<file path="config.mk">
export PLATFORM = sky130hd
export DESIGN_NAME = rev_ctrl
export DESIGN_NICKNAME = d
export VERILOG_FILES = /design/src/hw/rtl/rev_pkg.sv /design/src/hw/rtl/rev_ctrl.sv
export SDC_FILE = /design/constraint.sdc
export NUM_CORES = 1
export LEC_CHECK = 0
export ABC_AREA = 1
export BUFFER_PORTS_ARGS = -buffer_cell sky130_fd_sc_hd__buf_2
export CAP_MARGIN = 20
export CORE_AREA = 2 2 39 41
export DETAILED_ROUTE_END_ITERATION = 7
export DIE_AREA = 0 0 41 43
export PLACE_DENSITY = 0.59
export SYNTH_ARGS = -nofsm -noshare
export SYNTH_HDL_FRONTEND = slang
export SYNTH_SLANG_ARGS = --single-unit
</file>
<file path="constraint.sdc">
create_clock -name clk_i -period 1.2 [get_ports clk_i]
set_input_delay 0.18 -clock clk_i [delete_from_list [all_inputs] [get_ports clk_i]]
set_output_delay 0.18 -clock clk_i [all_outputs]
set_load 0.05 [all_outputs]
</file>
<file path="src/hw/rtl/rev_pkg.sv">
// Shared constants and types of the readiness event queue.
`default_nettype none
package rev_pkg;
  localparam int NUM_SOCKETS = 64;
  localparam int QUEUE_DEPTH = 32;
  localparam int DATA_WIDTH  = 32;
  localparam int ID_W        = 6;
  localparam int EV_W        = 6;
  localparam int MAXEV_W     = 7;
  localparam int MAX_RES     = 64;
  localparam int TAW         = $clog2(NUM_SOCKETS);
  localparam int PW          = $clog2(QUEUE_DEPTH);
  localparam int CW          = $clog2(QUEUE_DEPTH + 1);

  localparam logic [2:0] CMD_POST  = 3'd0;
  localparam logic [2:0] CMD_ADD   = 3'd1;
  localparam logic [2:0] CMD_MOD   = 3'd2;
  localparam logic [2:0] CMD_DEL   = 3'd3;
  localparam logic [2:0] CMD_FETCH = 3'd4;

  localparam logic [1:0] KIND_STATUS = 2'd0;
  localparam logic [1:0] KIND_EVENT  = 2'd1;
  localparam logic [1:0] KIND_NONE   = 2'd2;

  localparam logic [2:0] ST_OK        = 3'd0;
  localparam logic [2:0] ST_COALESCED = 3'd1;
  localparam logic [2:0] ST_FULL      = 3'd2;
  localparam logic [2:0] ST_EMPTY     = 3'd3;
  localparam logic [2:0] ST_EXISTS    = 3'd4;
  localparam logic [2:0] ST_NOTREG    = 3'd5;

  localparam logic [EV_W-1:0] EV_ERR = 6'h08;
  localparam logic [EV_W-1:0] EV_HUP = 6'h10;

  typedef struct packed {
    logic [EV_W-1:0]       interest;
    logic [EV_W-1:0]       pending;
    logic [DATA_WIDTH-1:0] word;
  } rev_tbl_t;

  typedef struct packed {
    logic [ID_W-1:0]       sock;
    logic [EV_W-1:0]       ev;
    logic [DATA_WIDTH-1:0] data;
  } rev_ent_t;

  typedef struct packed {
    logic accept;
    logic exec;
    logic pop;
    logic look;
    logic eval;
    logic done;
  } rev_cmd_t;

  typedef struct packed {
    logic is_fetch;
    logic out_free;
    logic can_pop;
    logic eval_ok;
  } rev_sts_t;
endpackage
`default_nettype wire

</file>
<file path="src/hw/rtl/rev_ctrl.sv">
// Sequencer for commands and for the fetch drain loop.
`default_nettype none
module rev_ctrl (
  input  wire logic              clk_i,
  input  wire logic              rst_ni,
  input  wire logic              in_valid_i,
  output logic                   in_ready_o,
  input  wire rev_pkg::rev_sts_t sts_i,
  output rev_pkg::rev_cmd_t      cmd_o
);
  import rev_pkg::*;

  typedef enum logic [5:0] {
    S_IDLE = 6'b000001,
    S_EXEC = 6'b000010,
    S_POP  = 6'b000100,
    S_LOOK = 6'b001000,
    S_EVAL = 6'b010000,
    S_DONE = 6'b100000
  } rev_state_e;

  rev_state_e state_q, state_d;

  always_comb begin
    state_d = state_q;
    cmd_o   = '0;
    unique case (state_q)
      S_IDLE: begin
        if (in_valid_i) begin
          cmd_o.accept = 1'b1;
          state_d = sts_i.is_fetch ? S_POP : S_EXEC;
        end
      end
      S_EXEC: begin
        if (sts_i.out_free) begin
          cmd_o.exec = 1'b1;
          state_d = S_IDLE;
        end
      end
      S_POP: begin
        if (sts_i.can_pop) begin
          cmd_o.pop = 1'b1;
          state_d = S_LOOK;
        end else begin
          state_d = S_DONE;
        end
      end
      S_LOOK: begin
        cmd_o.look = 1'b1;
        state_d = S_EVAL;
      end
      S_EVAL: begin
        if (sts_i.eval_ok) begin
          cmd_o.eval = 1'b1;
          state_d = S_POP;
        end
      end
      S_DONE: begin
        if (sts_i.out_free) begin
          cmd_o.done = 1'b1;
          state_d = S_IDLE;
        end
      end
      default: state_d = S_IDLE;
    endcase
  end

  always_ff @(posedge clk_i or negedge rst_ni) begin
    if (!rst_ni) state_q <= S_IDLE;
    else state_q <= state_d;
  end

  assign in_ready_o = (state_q == S_IDLE);
endmodule
`default_nettype wire

</file>
# After elaboration in Yosys (flattened, before gate mapping)
# Index checks and enable logic that the tools add are counted.
# totals
out_inout_bits	7
wordCells	28
inputBits	7
ff_bits	6
# classes
n_eq_ne	9
n_reduce_logical	2
mux	16
# ops
operator	n
$pmux 6 s5	1
$mux 6	4
$mux 1	10
$eq 6x1->1 const B	1
$eq 6x2->1 const B	1
$eq 6x3->1 const B	1
$eq 6x4->1 const B	1
$eq 6x5->1 const B	1
$eq 6x6->1 const B	1
$ne 2x2->1 const B	2
$mux 3	1
$reduce_and 3->1	1
$ne 2x1->1 const B	1
$reduce_or 2->1	1

# Depth between registers and ports, before layout
# depth
ltp_word	4
depth_mapped	8
mapped_depth_nobuf	8

# Worst setup path before layout
# No wires, ideal clock.
# synth_path
path_type	register to output
from	reg state_q[0]
to	out cmd_o[5] in the netlist's numbering
stages_incl_launch_ff	5
slack_ps	-444
arrival_time_ps	1464
required_time_ps	1020
n_path_buf	0
path_cell_list	dfstp_2 inv_1 nor2_1 nand3_1 nor2_1
# synth_lines
item	line_no	rtl
from (decl)	rev_ctrl.sv:22	rev_state_e state_q, state_d;
from (signal assigned)	rev_ctrl.sv:70	else state_q <= state_d;
to (decl)	rev_ctrl.sv:9	output rev_pkg::rev_cmd_t cmd_o

==> key figures <==
Run status
  • Status: finished, violations left
  • Failing checks: setup timing

Synthesis
  • Async SR Flop Fraction: 1.00
  • Syn nets: 69
  • Top-area cell type share of the netlist area: 0.310
  • Synth warnings: 0
  • Cell variety after synth: 17
  • Compound-gate portion of the synthesized area: 0.0433
  • Post-synth EDFFs: 0
  • Largest cells by area after synthesis: dfrtp_1 31%, nor2_1 12%, nand2_1 11%, inv_1 9.3%, nand3_1 7.4%
  • Xor/xnor share of the synthesized area: 0
  • Largest family of logic cells by synthesized area: simple AND/OR/NAND/NOR gates
  • Syn_area_per_cell: 6.52 um2
  • Seq cells post-synth: 6
  • Most numerous cell in the Yosys netlist: nor2_1
  • Post-Syn Area: 404 um2
  • Synth Area in Simple Gates: 0.452
  • Synth area leader: dfrtp_1
  • Post-synthesis mux area share: 0
  • Top_reg_cell synth: dfrtp_1
  • Most common library cells after synthesis: 13 x nor2_1, 12 x nand2_1, 10 x inv_1, 6 x nand3_1, 5 x dfrtp_1
  • Adder-cell area share of the yosys netlist: 0
  • Gate Count Post-Synth: 62
  • Post-synthesis sequential area ratio: 0.375

Flow run
  • MaxCap Viol Count: 0

Worst setup path
  • Worst R2R Start: state_q[0]$_DFFE_PN1P_
  • Worst path cell trace: nor2_4 -> buf_6 -> nand3_4 -> nor2_4 -> buf_8
  • Setup crit end kind: output pin
  • Crit path to: cmd_o[0]
  • Crit-path most repeated cell: nor2_4
  • CP max stage delay: 0.42 ns
  • Slowest-stage cell, CP: dfrtp_2
  • Worst Setup SP: state_q[1]$_DFFE_PN0P_
  • Worst Setup Start Kind: flop
  • R2r setup slk: -0.17 ns
  • Worst Reg-to-Reg Cells: 9
  • Worst Path Arrival: 1.35 ns
  • Worst r2r dst: state_q[1]$_DFFE_PN0P_
  • Critical path class: reg -> out
  • Crit-path max FO: 4
  • Worst EP required: 1.02 ns

Timing
  • Period minus WS final: 1.53 ns
  • F_max: 652 MHz
  • Final hold violation count: 0
  • Tightest Pin Transition: 0.215 ns
  • Fin crit share: 1.28
  • Final Slew Violations: 0
  • Final setup viols: 11
  • RSZ-0062 raised after global routing: true
  • Total negative slack: -2.54 ns
  • Clk_skew: 0.00703 ns
  • Normalized max-slew margin: 0.856
  • Final setup margin: -0.333 ns

CTS
  • Num CTS Buffers: 3
  • Max clock buf depth: 2
  • CTS tree: yes
  • Worst skew pair latency: 0.25 ns
  • Reg clk slew, reported paths: 0.04 ns
  • Clock Tree Root: clkbuf_4
  • Htree depth: 1
  • Clock Sinks: 6

Power
  • Worst VDD drop: 1.13 mV
  • Pwr Density: 2470 mW/mm2
  • Static Leakage: 0.416 nW

Cells and area
  • Post-route insts no fill: 112
  • Area growth syn-to-layout: 113%
  • Multi-input logic area: 324 um2
  • Seq. cell area: 154 um2
  • Nets@finish: 104
  • Biggest regs: state_q x6
  • Max reg flops: 6
  • Final core utilization: 0.623
  • Biggest register: state_q
  • Layout cells sized above 1: 0.615
  • Finished Cell Area: 862 um2
  • Filler instances: 125
  • Antenna cells: 0

Global route
  • Overflow after GRT: 0
  • Vias in the first global route: 443
  • Largest net degree at the start of global routing: 7
  • Antenna violations before repair: 0
  • Wire length of the first global-routing pass: 1.70 mm
  • Global Route Usage Sum: 0.144

Place
  • Cell count after placement: 95
  • Gpl congestion: 0.726
  • Post-DP Area: 577 um2
  • Place WS: -0.192 ns
  • Number of port buffers: 13
  • Dpl hpwl: 754 um

Detailed routing
  • 1st-iter DRT viols: 5
  • Via Count: 501
  • Post-route DRC: 0
  • Vias/cell: 4.47
  • DR pass1 iterations: 4
  • Routed wl met3: 33 um
  • Routed length per instance: 11.1 um
  • Antenna viol nets, final: 0
  • Top sig layer: met4
  • Post-route met1 wirelength: 466 um
  • Wire length on met2: 733 um
  • Total wire length: 1.24 mm

Floorplan
  • Rows: 14
  • Io pins: 14
  • Die area: 0.00176 mm2
  • Die height: 43 um
  • Core Area: 0.00138 mm2
  • Die width: 41 um
  • Initial Utilization: 0.292

Min path
  • HP Class: in -> reg
-- power by group --
part	total (mW)	internal (mW)	switching [mW]	leakage (nW)
Combinational	1.57	0.736	0.833	0.325
Clock	0.208	0.126	0.0813	0.0150
Sequential	0.351	0.277	0.0734	0.0757
-- critical path, delay by kind of cell (launching register included) --
family | cells | cell delay [ns]
buf+inv | 2 | 0.28
flops | 1 | 0.42
simple gates | 3 | 0.40
-- cell usage in the layout (no fill, tap or decap) --
cell type       n
a21boi_1        1
a21oi_1         1
buf_2           6
buf_4          11
buf_6           8
buf_8           5
clkbuf_1        1
clkbuf_4        3
clkinv_4        1
dfrtp_1         3
dfrtp_2         2
dfstp_2         1
dlygate4sd3_1   1
inv_1           9
inv_2           2
nand2_1         9
nand2_2         4
nand2_4         1
nand3_1         2
nand3_2         1
nand3_4         3
nand4_1         2
nor2_1          6
nor2_2          1
nor2_4          9
nor3_1          1
nor3_4          1
o21ai_0         1
-- layer usage --
metal,vias up,global-route usage
li1,256,-
met1,235,0.174
met2,8,0.225
met3,2,0.0471
met4,0,0.0600
met5,-,0
-- cell families (layout without fill, tap and decap cells) --
logic type | count (synthesis) | in the layout
and+or+nand+nor | 40 | 40
buffers and inverters | 13 | 47
DFF | 6 | 6
AOI/OAI and AO/OA | 3 | 3
-- area by class of cell --
class	instances	share of cell area
Clock buffer	4	0.0305
Inverter	12	0.0581
Sequential cell	6	0.179
Timing Repair Buffer	31	0.334
Tap cell	16	0.0232
Multi-Input combinational cell	43	0.376
-- metrics by stage --
stage / total power [mW] / hold slack, ns
2_1_floorplan: 1.01 / -0.116
3_3_place_gp: 1.24 / 0.00974
3_5_place_dp: 1.26 / 0.00783
4_1_cts: 1.79 / 0.184
5_1_grt: 2.26 / 0.223
6_report: 2.13 / 0.212
-- worst min-delay path by stage --
stage               depth (start not counted)                     end  slack, ns     start
detailed placement                          1  state_q[3]$_DFFE_PN0P_      0.008    rst_ni
floorplan                                   0  state_q[1]$_DFFE_PN0P_      -0.12    rst_ni
global route                                3  state_q[2]$_DFFE_PN0P_       0.22  sts_i[3]
finish                                      4  state_q[1]$_DFFE_PN0P_       0.21  sts_i[3]
CTS                                         3  state_q[3]$_DFFE_PN0P_       0.18  sts_i[1]
global placement                            1  state_q[3]$_DFFE_PN0P_       0.01    rst_ni
-- what timing repair did --
item | CTS | global route
hold buffers | 1 | 0
endpoints found under the setup margin | 11 | 11
buffers inserted | 4 | 9
cloned | 0 | 0
gates resized for setup | 22 | 20
pin swaps | 4 | 13
hold endpoints to repair | 6 | 0
(Power assumes the default switching activity.)
